--- src/rtl/core/cmfs_pkg.sv ---
// ----------------------------------------------------------------------------
// cmfs_pkg
// Shared types and constants for the cube map face select unit.
// ----------------------------------------------------------------------------
package cmfs_pkg;

    localparam int COORD_BITS_DEF    = 16;
    localparam int UV_FRAC_BITS_DEF  = 16;
    localparam int MAX_FACE_SIZE_DEF = 4096;

    localparam int CFG_W     = 13;
    localparam int CFG_IDX_W = 1;
    localparam int FACE_W    = 3;

    localparam logic [CFG_W-1:0]     CFG_SIZE_RESET  = CFG_W'(512);
    localparam logic [CFG_IDX_W-1:0] REG_FACE_WIDTH  = 1'b0;
    localparam logic [CFG_IDX_W-1:0] REG_FACE_HEIGHT = 1'b1;

    localparam logic [FACE_W-1:0] FACE_PX = 3'd0;
    localparam logic [FACE_W-1:0] FACE_PY = 3'd1;
    localparam logic [FACE_W-1:0] FACE_PZ = 3'd2;
    localparam logic [FACE_W-1:0] FACE_NX = 3'd3;
    localparam logic [FACE_W-1:0] FACE_NY = 3'd4;
    localparam logic [FACE_W-1:0] FACE_NZ = 3'd5;
    localparam logic [FACE_W-1:0] NEG_FACE_OFFSET = 3'd3;

    typedef struct packed {
        logic                valid;
        logic                invalid;
        logic [FACE_W-1:0]   face;
        logic                u_neg;
        logic                v_neg;
    } t_side;

endpackage

--- src/rtl/core/cmfs_axis_sel.sv ---
// ----------------------------------------------------------------------------
// cmfs_axis_sel
// Head cell: magnitudes, major axis, face and minor axes with their signs.
// ----------------------------------------------------------------------------
module cmfs_axis_sel #(
    parameter int COORD_BITS = cmfs_pkg::COORD_BITS_DEF
) (
    input  logic                    i_clk,
    input  logic                    i_rst_n,
    input  logic                    i_ce,
    input  logic                    i_valid,
    input  logic [COORD_BITS-1:0]   i_dir_x,
    input  logic [COORD_BITS-1:0]   i_dir_y,
    input  logic [COORD_BITS-1:0]   i_dir_z,
    output cmfs_pkg::t_side         o_side,
    output logic [COORD_BITS-1:0]   o_major,
    output logic [COORD_BITS:0]     o_rem_u,
    output logic [COORD_BITS:0]     o_rem_v
);
    import cmfs_pkg::*;

    logic [COORD_BITS-1:0] mag_x, mag_y, mag_z, mag_m, mag_u, mag_v;
    logic                  neg_x, neg_y, neg_z, neg_m, neg_u, neg_v;
    logic [1:0]            m_sel;
    logic [FACE_W-1:0]     face;
    t_side                 n_side, r_side;
    logic [COORD_BITS-1:0] r_major;
    logic [COORD_BITS:0]   r_rem_u, r_rem_v;

    always_comb begin
        neg_x = i_dir_x[COORD_BITS-1];
        neg_y = i_dir_y[COORD_BITS-1];
        neg_z = i_dir_z[COORD_BITS-1];
        mag_x = neg_x ? (~i_dir_x + 1'b1) : i_dir_x;
        mag_y = neg_y ? (~i_dir_y + 1'b1) : i_dir_y;
        mag_z = neg_z ? (~i_dir_z + 1'b1) : i_dir_z;
        m_sel = 2'd0;
        mag_m = mag_x;
        neg_m = neg_x;
        if (mag_y > mag_m) begin
            m_sel = 2'd1;
            mag_m = mag_y;
            neg_m = neg_y;
        end
        if (mag_z > mag_m) begin
            m_sel = 2'd2;
            mag_m = mag_z;
            neg_m = neg_z;
        end
        face = FACE_W'(m_sel) + (neg_m ? NEG_FACE_OFFSET : '0);
        unique case (face)
            FACE_PX: begin
                mag_u = mag_z; neg_u = neg_z;  mag_v = mag_y; neg_v = neg_y;
            end
            FACE_PY: begin
                mag_u = mag_x; neg_u = neg_x;  mag_v = mag_z; neg_v = neg_z;
            end
            FACE_PZ: begin
                mag_u = mag_x; neg_u = ~neg_x; mag_v = mag_y; neg_v = neg_y;
            end
            FACE_NX: begin
                mag_u = mag_z; neg_u = ~neg_z; mag_v = mag_y; neg_v = neg_y;
            end
            FACE_NY: begin
                mag_u = mag_x; neg_u = neg_x;  mag_v = mag_z; neg_v = ~neg_z;
            end
            FACE_NZ: begin
                mag_u = mag_x; neg_u = neg_x;  mag_v = mag_y; neg_v = neg_y;
            end
            default: begin
                mag_u = '0; neg_u = 1'b0; mag_v = '0; neg_v = 1'b0;
            end
        endcase
        n_side.valid   = i_valid;
        n_side.invalid = (mag_m == '0);
        n_side.face    = face;
        n_side.u_neg   = neg_u;
        n_side.v_neg   = neg_v;
    end

    always_ff @(posedge i_clk) begin
        if (!i_rst_n) begin
            r_side <= '0;
        end else if (i_ce) begin
            r_side <= n_side;
        end
    end

    always_ff @(posedge i_clk) begin
        if (i_ce) begin
            r_major <= mag_m;
            r_rem_u <= {1'b0, mag_u};
            r_rem_v <= {1'b0, mag_v};
        end
    end

    assign o_side  = r_side;
    assign o_major = r_major;
    assign o_rem_u = r_rem_u;
    assign o_rem_v = r_rem_v;
endmodule

--- src/rtl/core/cmfs_div_cell.sv ---
// ----------------------------------------------------------------------------
// cmfs_div_cell
// One restoring division step for u and v; yields one quotient bit each.
// ----------------------------------------------------------------------------
module cmfs_div_cell #(
    parameter int COORD_BITS   = cmfs_pkg::COORD_BITS_DEF,
    parameter int UV_FRAC_BITS = cmfs_pkg::UV_FRAC_BITS_DEF,
    parameter bit FIRST        = 1'b0
) (
    input  logic                      i_clk,
    input  logic                      i_rst_n,
    input  logic                      i_ce,
    input  cmfs_pkg::t_side           i_side,
    input  logic [COORD_BITS-1:0]     i_major,
    input  logic [COORD_BITS:0]       i_rem_u,
    input  logic [COORD_BITS:0]       i_rem_v,
    input  logic [UV_FRAC_BITS-1:0]   i_q_u,
    input  logic [UV_FRAC_BITS-1:0]   i_q_v,
    output cmfs_pkg::t_side           o_side,
    output logic [COORD_BITS-1:0]     o_major,
    output logic [COORD_BITS:0]       o_rem_u,
    output logic [COORD_BITS:0]       o_rem_v,
    output logic [UV_FRAC_BITS-1:0]   o_q_u,
    output logic [UV_FRAC_BITS-1:0]   o_q_v
);
    import cmfs_pkg::*;

    logic [COORD_BITS:0]       t_u, t_v, div;
    logic                      ge_u, ge_v;
    t_side                     r_side;
    logic [COORD_BITS-1:0]     r_major;
    logic [COORD_BITS:0]       r_rem_u, r_rem_v;
    logic [UV_FRAC_BITS-1:0]   r_q_u, r_q_v;

    always_comb begin
        div  = {1'b0, i_major};
        t_u  = FIRST ? i_rem_u : {i_rem_u[COORD_BITS-1:0], 1'b0};
        t_v  = FIRST ? i_rem_v : {i_rem_v[COORD_BITS-1:0], 1'b0};
        ge_u = (t_u >= div);
        ge_v = (t_v >= div);
    end

    always_ff @(posedge i_clk) begin
        if (!i_rst_n) begin
            r_side <= '0;
        end else if (i_ce) begin
            r_side <= i_side;
        end
    end

    always_ff @(posedge i_clk) begin
        if (i_ce) begin
            r_major <= i_major;
            r_rem_u <= ge_u ? (t_u - div) : t_u;
            r_rem_v <= ge_v ? (t_v - div) : t_v;
            r_q_u   <= {i_q_u[UV_FRAC_BITS-2:0], ge_u};
            r_q_v   <= {i_q_v[UV_FRAC_BITS-2:0], ge_v};
        end
    end

    assign o_side  = r_side;
    assign o_major = r_major;
    assign o_rem_u = r_rem_u;
    assign o_rem_v = r_rem_v;
    assign o_q_u   = r_q_u;
    assign o_q_v   = r_q_v;
endmodule

--- src/rtl/core/cmfs_texel.sv ---
// ----------------------------------------------------------------------------
// cmfs_texel
// Tail cell: centered uv fractions, texel scaling and the output register.
// ----------------------------------------------------------------------------
module cmfs_texel #(
    parameter int UV_FRAC_BITS  = cmfs_pkg::UV_FRAC_BITS_DEF,
    parameter int MAX_FACE_SIZE = cmfs_pkg::MAX_FACE_SIZE_DEF,
    localparam int TEXEL_W      = $clog2(MAX_FACE_SIZE)
) (
    input  logic                           i_clk,
    input  logic                           i_rst_n,
    input  logic                           i_ce,
    input  cmfs_pkg::t_side                i_side,
    input  logic [UV_FRAC_BITS-1:0]        i_q_u,
    input  logic [UV_FRAC_BITS-1:0]        i_q_v,
    input  logic [cmfs_pkg::CFG_W-1:0]     i_face_width,
    input  logic [cmfs_pkg::CFG_W-1:0]     i_face_height,
    output logic                           o_valid,
    output logic                           o_invalid,
    output logic [cmfs_pkg::FACE_W-1:0]    o_face,
    output logic [UV_FRAC_BITS:0]          o_u_frac,
    output logic [UV_FRAC_BITS:0]          o_v_frac,
    output logic [TEXEL_W-1:0]             o_texel_x,
    output logic [TEXEL_W-1:0]             o_texel_y
);
    import cmfs_pkg::*;

    localparam int SIZE_W = $clog2(MAX_FACE_SIZE + 1);
    localparam int SW     = (CFG_W > SIZE_W) ? CFG_W : SIZE_W;
    localparam int PW     = UV_FRAC_BITS + 1 + SW;
    localparam logic [UV_FRAC_BITS:0] HALF = (UV_FRAC_BITS+1)'(1) << (UV_FRAC_BITS - 1);

    logic [SW-1:0]           w_ext, h_ext, w_m1, h_m1;
    logic [UV_FRAC_BITS:0]   u_frac, v_frac;
    logic [PW-1:0]           prod_x, prod_y;
    logic                    r_valid, r_invalid;
    logic [FACE_W-1:0]       r_face;
    logic [UV_FRAC_BITS:0]   r_u, r_v;
    logic [TEXEL_W-1:0]      r_tx, r_ty;

    function automatic logic [SW-1:0] size_m1(input logic [SW-1:0] s);
        logic [SW-1:0] c;
        if (s == '0) begin
            c = SW'(1);
        end else if (s > SW'(MAX_FACE_SIZE)) begin
            c = SW'(MAX_FACE_SIZE);
        end else begin
            c = s;
        end
        return c - SW'(1);
    endfunction

    always_comb begin
        w_ext  = SW'(i_face_width);
        h_ext  = SW'(i_face_height);
        w_m1   = size_m1(w_ext);
        h_m1   = size_m1(h_ext);
        u_frac = i_side.u_neg ? (HALF - (UV_FRAC_BITS+1)'(i_q_u))
                              : (HALF + (UV_FRAC_BITS+1)'(i_q_u));
        v_frac = i_side.v_neg ? (HALF - (UV_FRAC_BITS+1)'(i_q_v))
                              : (HALF + (UV_FRAC_BITS+1)'(i_q_v));
        prod_x = PW'(u_frac) * PW'(w_m1);
        prod_y = PW'(v_frac) * PW'(h_m1);
    end

    always_ff @(posedge i_clk) begin
        if (!i_rst_n) begin
            r_valid <= 1'b0;
        end else if (i_ce) begin
            r_valid <= i_side.valid;
        end
    end

    always_ff @(posedge i_clk) begin
        if (i_ce) begin
            r_invalid <= i_side.invalid;
            if (i_side.invalid) begin
                r_face <= '0;
                r_u    <= '0;
                r_v    <= '0;
                r_tx   <= '0;
                r_ty   <= '0;
            end else begin
                r_face <= i_side.face;
                r_u    <= u_frac;
                r_v    <= v_frac;
                r_tx   <= prod_x[UV_FRAC_BITS +: TEXEL_W];
                r_ty   <= prod_y[UV_FRAC_BITS +: TEXEL_W];
            end
        end
    end

    assign o_valid   = r_valid;
    assign o_invalid = r_invalid;
    assign o_face    = r_face;
    assign o_u_frac  = r_u;
    assign o_v_frac  = r_v;
    assign o_texel_x = r_tx;
    assign o_texel_y = r_ty;
endmodule

--- src/rtl/core/cube_map_face_select_uv_unit.sv ---
// ----------------------------------------------------------------------------
// cube_map_face_select_uv_unit
// Cube map face selection with face-local uv and texel coordinates.
//
// Requests enter on the slave stream: tdata carries dir_x, dir_y, dir_z.
// Results leave on the master stream: tdata carries face, u_frac, v_frac,
// texel_x, texel_y; tuser carries the invalid flag (all-zero direction).
// Face sizes are written through the plain write port (index 0 width,
// index 1 height); the user must write them only while the unit is idle,
// which the unit does not enforce; both reset to 512. The chain is one axis
// select cell, one division cell per quotient bit, one texel scaling cell.
// One request is accepted per cycle while not stalled. The chain advances
// as a whole; when the receiver stalls with a result waiting, the chain and
// o_s_tready hold. Reset empties the chain and restores the face sizes.
// ----------------------------------------------------------------------------
module cube_map_face_select_uv_unit #(
    parameter int COORD_BITS    = cmfs_pkg::COORD_BITS_DEF,
    parameter int UV_FRAC_BITS  = cmfs_pkg::UV_FRAC_BITS_DEF,
    parameter int MAX_FACE_SIZE = cmfs_pkg::MAX_FACE_SIZE_DEF,
    localparam int TEXEL_W      = $clog2(MAX_FACE_SIZE),
    localparam int IN_W         = ((3 * COORD_BITS + 7) / 8) * 8,
    localparam int OUT_RAW      = cmfs_pkg::FACE_W + 2 * (UV_FRAC_BITS + 1) + 2 * TEXEL_W,
    localparam int OUT_W        = ((OUT_RAW + 7) / 8) * 8
) (
    input  logic                             i_clk,
    input  logic                             i_rst_n,
    input  logic                             i_cfg_we,
    input  logic [cmfs_pkg::CFG_IDX_W-1:0]   i_cfg_idx,
    input  logic [cmfs_pkg::CFG_W-1:0]       i_cfg_data,
    input  logic                             i_s_tvalid,
    output logic                             o_s_tready,
    input  logic [IN_W-1:0]                  i_s_tdata,   // dir_x, dir_y, dir_z
    output logic                             o_m_tvalid,
    input  logic                             i_m_tready,
    output logic [OUT_W-1:0]                 o_m_tdata,   // face, u_frac, v_frac, texel_x, texel_y
    output logic                             o_m_tuser    // invalid
);
    import cmfs_pkg::*;

    logic                    ce;
    logic [CFG_W-1:0]        r_face_width, r_face_height;
    t_side                   side  [0:UV_FRAC_BITS];
    logic [COORD_BITS-1:0]   major [0:UV_FRAC_BITS];
    logic [COORD_BITS:0]     rem_u [0:UV_FRAC_BITS];
    logic [COORD_BITS:0]     rem_v [0:UV_FRAC_BITS];
    logic [UV_FRAC_BITS-1:0] q_u   [0:UV_FRAC_BITS];
    logic [UV_FRAC_BITS-1:0] q_v   [0:UV_FRAC_BITS];
    logic                    out_valid, out_invalid;
    logic [FACE_W-1:0]       out_face;
    logic [UV_FRAC_BITS:0]   out_u, out_v;
    logic [TEXEL_W-1:0]      out_tx, out_ty;

    assign ce = ~out_valid | i_m_tready;

    always_ff @(posedge i_clk) begin
        if (!i_rst_n) begin
            r_face_width  <= CFG_SIZE_RESET;
            r_face_height <= CFG_SIZE_RESET;
        end else if (i_cfg_we) begin
            unique case (i_cfg_idx)
                REG_FACE_WIDTH:  r_face_width  <= i_cfg_data;
                REG_FACE_HEIGHT: r_face_height <= i_cfg_data;
                default: ;
            endcase
        end
    end

    cmfs_axis_sel #(.COORD_BITS(COORD_BITS)) u_sel (
        .i_clk   (i_clk),
        .i_rst_n (i_rst_n),
        .i_ce    (ce),
        .i_valid (i_s_tvalid),
        .i_dir_x (i_s_tdata[0 +: COORD_BITS]),
        .i_dir_y (i_s_tdata[COORD_BITS +: COORD_BITS]),
        .i_dir_z (i_s_tdata[2*COORD_BITS +: COORD_BITS]),
        .o_side  (side[0]),
        .o_major (major[0]),
        .o_rem_u (rem_u[0]),
        .o_rem_v (rem_v[0])
    );

    assign q_u[0] = '0;
    assign q_v[0] = '0;

    for (genvar k = 0; k < UV_FRAC_BITS; k++) begin : g_cell
        cmfs_div_cell #(
            .COORD_BITS   (COORD_BITS),
            .UV_FRAC_BITS (UV_FRAC_BITS),
            .FIRST        (k == 0)
        ) u_cell (
            .i_clk   (i_clk),
            .i_rst_n (i_rst_n),
            .i_ce    (ce),
            .i_side  (side[k]),
            .i_major (major[k]),
            .i_rem_u (rem_u[k]),
            .i_rem_v (rem_v[k]),
            .i_q_u   (q_u[k]),
            .i_q_v   (q_v[k]),
            .o_side  (side[k+1]),
            .o_major (major[k+1]),
            .o_rem_u (rem_u[k+1]),
            .o_rem_v (rem_v[k+1]),
            .o_q_u   (q_u[k+1]),
            .o_q_v   (q_v[k+1])
        );
    end

    cmfs_texel #(
        .UV_FRAC_BITS  (UV_FRAC_BITS),
        .MAX_FACE_SIZE (MAX_FACE_SIZE)
    ) u_texel (
        .i_clk         (i_clk),
        .i_rst_n       (i_rst_n),
        .i_ce          (ce),
        .i_side        (side[UV_FRAC_BITS]),
        .i_q_u         (q_u[UV_FRAC_BITS]),
        .i_q_v         (q_v[UV_FRAC_BITS]),
        .i_face_width  (r_face_width),
        .i_face_height (r_face_height),
        .o_valid       (out_valid),
        .o_invalid     (out_invalid),
        .o_face        (out_face),
        .o_u_frac      (out_u),
        .o_v_frac      (out_v),
        .o_texel_x     (out_tx),
        .o_texel_y     (out_ty)
    );

    assign o_s_tready = ce;
    assign o_m_tvalid = out_valid;
    assign o_m_tuser  = out_invalid;
    assign o_m_tdata  = OUT_W'({out_ty, out_tx, out_v, out_u, out_face});
endmodule

--- config.mk ---
export PLATFORM = sky130hd
export DESIGN_NAME = cube_map_face_select_uv_unit
export DESIGN_NICKNAME = d
export VERILOG_FILES = /design/src/rtl/core/cmfs_pkg.sv /design/src/rtl/core/cmfs_axis_sel.sv /design/src/rtl/core/cmfs_div_cell.sv /design/src/rtl/core/cmfs_texel.sv /design/src/rtl/core/cube_map_face_select_uv_unit.sv
export SDC_FILE = /design/constraint.sdc
export NUM_CORES = 2
export LEC_CHECK = 0
export BUFFER_PORTS_ARGS = -buffer_cell sky130_fd_sc_hd__buf_2
export CELL_PAD_IN_SITES_DETAIL_PLACEMENT = 1
export CELL_PAD_IN_SITES_GLOBAL_PLACEMENT = 1
export CORE_ASPECT_RATIO = 1.75
export CORE_UTILIZATION = 50
export DETAILED_ROUTE_END_ITERATION = 8
export GPL_ROUTABILITY_DRIVEN = 0
export PLACE_DENSITY = 0.89
export SYNTH_ARGS = -nofsm -noshare
export SYNTH_HDL_FRONTEND = slang
export SYNTH_SLANG_ARGS = --single-unit
--- constraint.sdc ---
create_clock -name i_clk -period 116.2 [get_ports i_clk]
set_clock_uncertainty 0.05 [all_clocks]
set_input_delay 11.62 -clock i_clk [delete_from_list [all_inputs] [get_ports i_clk]]
set_output_delay 11.62 -clock i_clk [all_outputs]
set_load 0.03 [all_outputs]
==> impl_metrics.ini <==
[outcome]
status = completed

[timing]
layout_worst_path_cycle_share = 0.215
relSlewSlack = 0.0744
finalCriticalPeriod_ps = 24940
setup_viol = 0
hold_viol = 0
slew_violations = 0
layout_setup_ws_ps = 91260
setup_tns_ps = 0
rsz0062_at_grt = no
tightest_slew_ps = 1380
clock.fmax_ghz = 0.0401

[detailed_routing]
drt_wl_total_um = 301000
post_drt_wl_per_cell_um = 28.8
drt_iter0_drc = 5455
via_per_inst = 6.36
postRouteAntennaNets = 0
met3_wirelength_um = 20400
drt-met1-wl_um = 87700
routed-via-count = 66500
maxUsedRoutingLayer = met5
wl_met2_um = 153000
drc = 0
drt-pass1-iter-count = 6

[synth]
syn_inst = 7997
synth_area_per_cell_um2 = 10.3
ys_types = 73
synthesis.area_mm2 = 0.0826
ys_seq_area_frac = 0.436
synth_edf_count = 1102
async_flop_share = 0
yosys.area.top_type = edfxtp_1
post-synth-top-area-fraction = 0.401
synth_warnings = 0
synth_ff_type = edfxtp_1
synth-seq-cells = 1248
synthTopCellsByArea = edfxtp_1 (40%), ha_1 (10%), fa_1 (8.6%)

[clock_tree]
cts_root_buffer = clkbuf_16
cts_tree = built
cts.sinks = 1248
postCtsSetupRepairBufs = 0
cts_resized = 0
clock_latency_ps = 840
cts_buffer_depth = 3
clk_pin_slew_ps = 70
numCtsBuffers = 117
cts_htree_levels = 3
holdBufCountCts = 0

[die]
core_area_mm2 = 0.164
rows = 197
die_area_mm2 = 0.167
die_h_um = 540
ios = 134
fp.dieW_um = 309
initial_utilization = 0.502

[grt]
grt_usage = 0.366
antenna_found_initial = 22
grt_pass1_wl_um = 454000
grt_pass1_vias = 75100
grt_max_degree = 186
grt-ovfl-total = 0

[layout]
fin_area_mm2 = 0.0903
drive_above_1_share = 0.0786
final_cell_mix = edfxtp_1 (1102), inv_1 (971), nand2_1 (861), ha_1 (675), nor2_1 (659)
final_common_cell = edfxtp_1
layout.nets = 9242
nFillCells = 17800
syn2layout_area_growth_pct = 9.30
post-route-util = 0.549

[place]
dp_hpwl_um = 218000
numPortBuffers = 130
pre_cts_slack_ps = 91350
placed_area_mm2 = 0.0860

[critical_path]
crit_arrival_ps = 13270
cp.required_ps = 104530
start_kind = primary input
endpoint_kind = output pin
crit_chain = buf_2 -> nor2b_4 -> inv_8 -> buf_2
cpMostUsedCell = buf_2
crit_slowest_cell = nor2b_4
criticalPathCategory = primary input to output pin
crit_family = buffers and inverters
worst-path-buf-inv = 3
slowest_delay_ps = 690
cp_max_fo = 79

[min_path]
min-delay-path-class = flop to flop

[flow_run]
cap_violations = 0
[worst reg2reg max path, stage by stage, from the launching register on]
cell and delay, ps:
dfxtp_1 370, or4_4 580, or4_1 690, a21oi_4 570, inv_1 220, ha_1 360, nand3_1 130, o21ai_0 110
a21oi_2 830, nand2_1 220, fa_1 580, fa_1 470, fa_1 510, inv_1 60, fa_1 540, inv_1 60
fa_1 530, inv_1 50, ha_1 250, a2111oi_0 480, o21a_1 390, o21ai_0 150, a221o_1 360, xnor2_1 1070
nor2_1 140
[path summary, 6_finish.rpt]
| kind | start | end | slack, ps | depth (start not counted) |
|---|---|---|---|---|
| max | i_m_tready | o_s_tready | 91260 | 4 |
| min | g_cell[9].u_cell.o_major[4] | g_cell[10].u_cell.o_major[4] | 350 | 0 |
| max reg2reg | r_face_width[2] | u_texel.o_texel_x[0] | 106120 | 24 |
| min reg2reg | g_cell[9].u_cell.o_major[4] | g_cell[10].u_cell.o_major[4] | 350 | 0 |
[cell usage after synthesis (all sizes together) (17+ instances only)]
cell type	count
and4	28
nor4	17
o21a	73
xnor2	140
nor2b	113
edfxtp	1102
a311oi	26
dfxtp	146
o31ai	202
xor2	130
inv	971
a21o	127
or2	32
a21boi	335
nor2	659
clkbuf	183
nand2	861
a21oi	341
and2	66
ha	675
mux2	163
nand4	53
a211oi	59
nor3b	46
nand3	229
o21ai	359
o21bai	31
nand2b	114
clkinv	21
nor3	78
o41ai	31
fa	356
mux2i	46
o211ai	31
or3	34
[per-layer routing]
layer	vias to the layer above	global-route usage
met2	3681	0.636
met5	-	0.000294
met4	16	0.405
li1	28200	-
met3	2062	0.100
met1	32600	0.315
[final cells by class]
cell class                 instances  area [µm²]  area share
clock buffer                     137        3080      0.0342
antenna                           18        45.0    0.000499
tap                             2189        2740      0.0303
multi-input combinational       5563       42200       0.468
timing repair buffer             222        1370      0.0152
inverter                         992        3730      0.0413
sequential                      1248       36000       0.399
clock inverter                    85        1060      0.0118
[flip-flops by register name, indices dropped and copies added, names as in the netlist]
name / flops
g_cell.u_cell.o_side: 112
u_texel.o_texel_y: 12
u_sel.o_major: 16
u_texel.o_v_frac: 17
u_sel.o_side: 7
u_texel.o_u_frac: 17
u_texel.o_face: 3
u_texel.o_invalid: 1
g_cell.u_cell.o_major: 240
u_sel.o_rem_u: 16
r_face_width: 13
g_cell.u_cell.o_q_v: 136
g_cell.u_cell.o_q_u: 136
u_texel.o_valid: 1
r_face_height: 13
u_texel.o_texel_x: 12
u_sel.o_rem_v: 16
g_cell.u_cell.o_rem_v: 240
g_cell.u_cell.o_rem_u: 240
[cell families (layout without fill, tap and decap cells)]
logic type	Yosys count	after routing	share of synthesized area
AO/OA/AOI/OAI	1684	1684	0.134
XOR/XNOR	270	270	0.0286
flip-flops	1248	1248	0.436
AND/OR/NAND/NOR	2366	2366	0.131
buffers and inverters	1188	1436	0.0542
adder cells (fa/ha/maj)	1031	1031	0.189
multiplexers	209	209	0.0278
other	1	21	0.0000454
[through the flow]
stage,hold slack [ps],std cells
2_1_floorplan,350,7999
3_3_place_gp,351,10200
3_5_place_dp,355,10200
4_1_cts,336,10400
5_1_grt,359,10400
6_report,349,10500
Power is left out: the tool's default activity adds up to more than one toggle a clock period on the data nets, which glitch-free logic cannot reach.
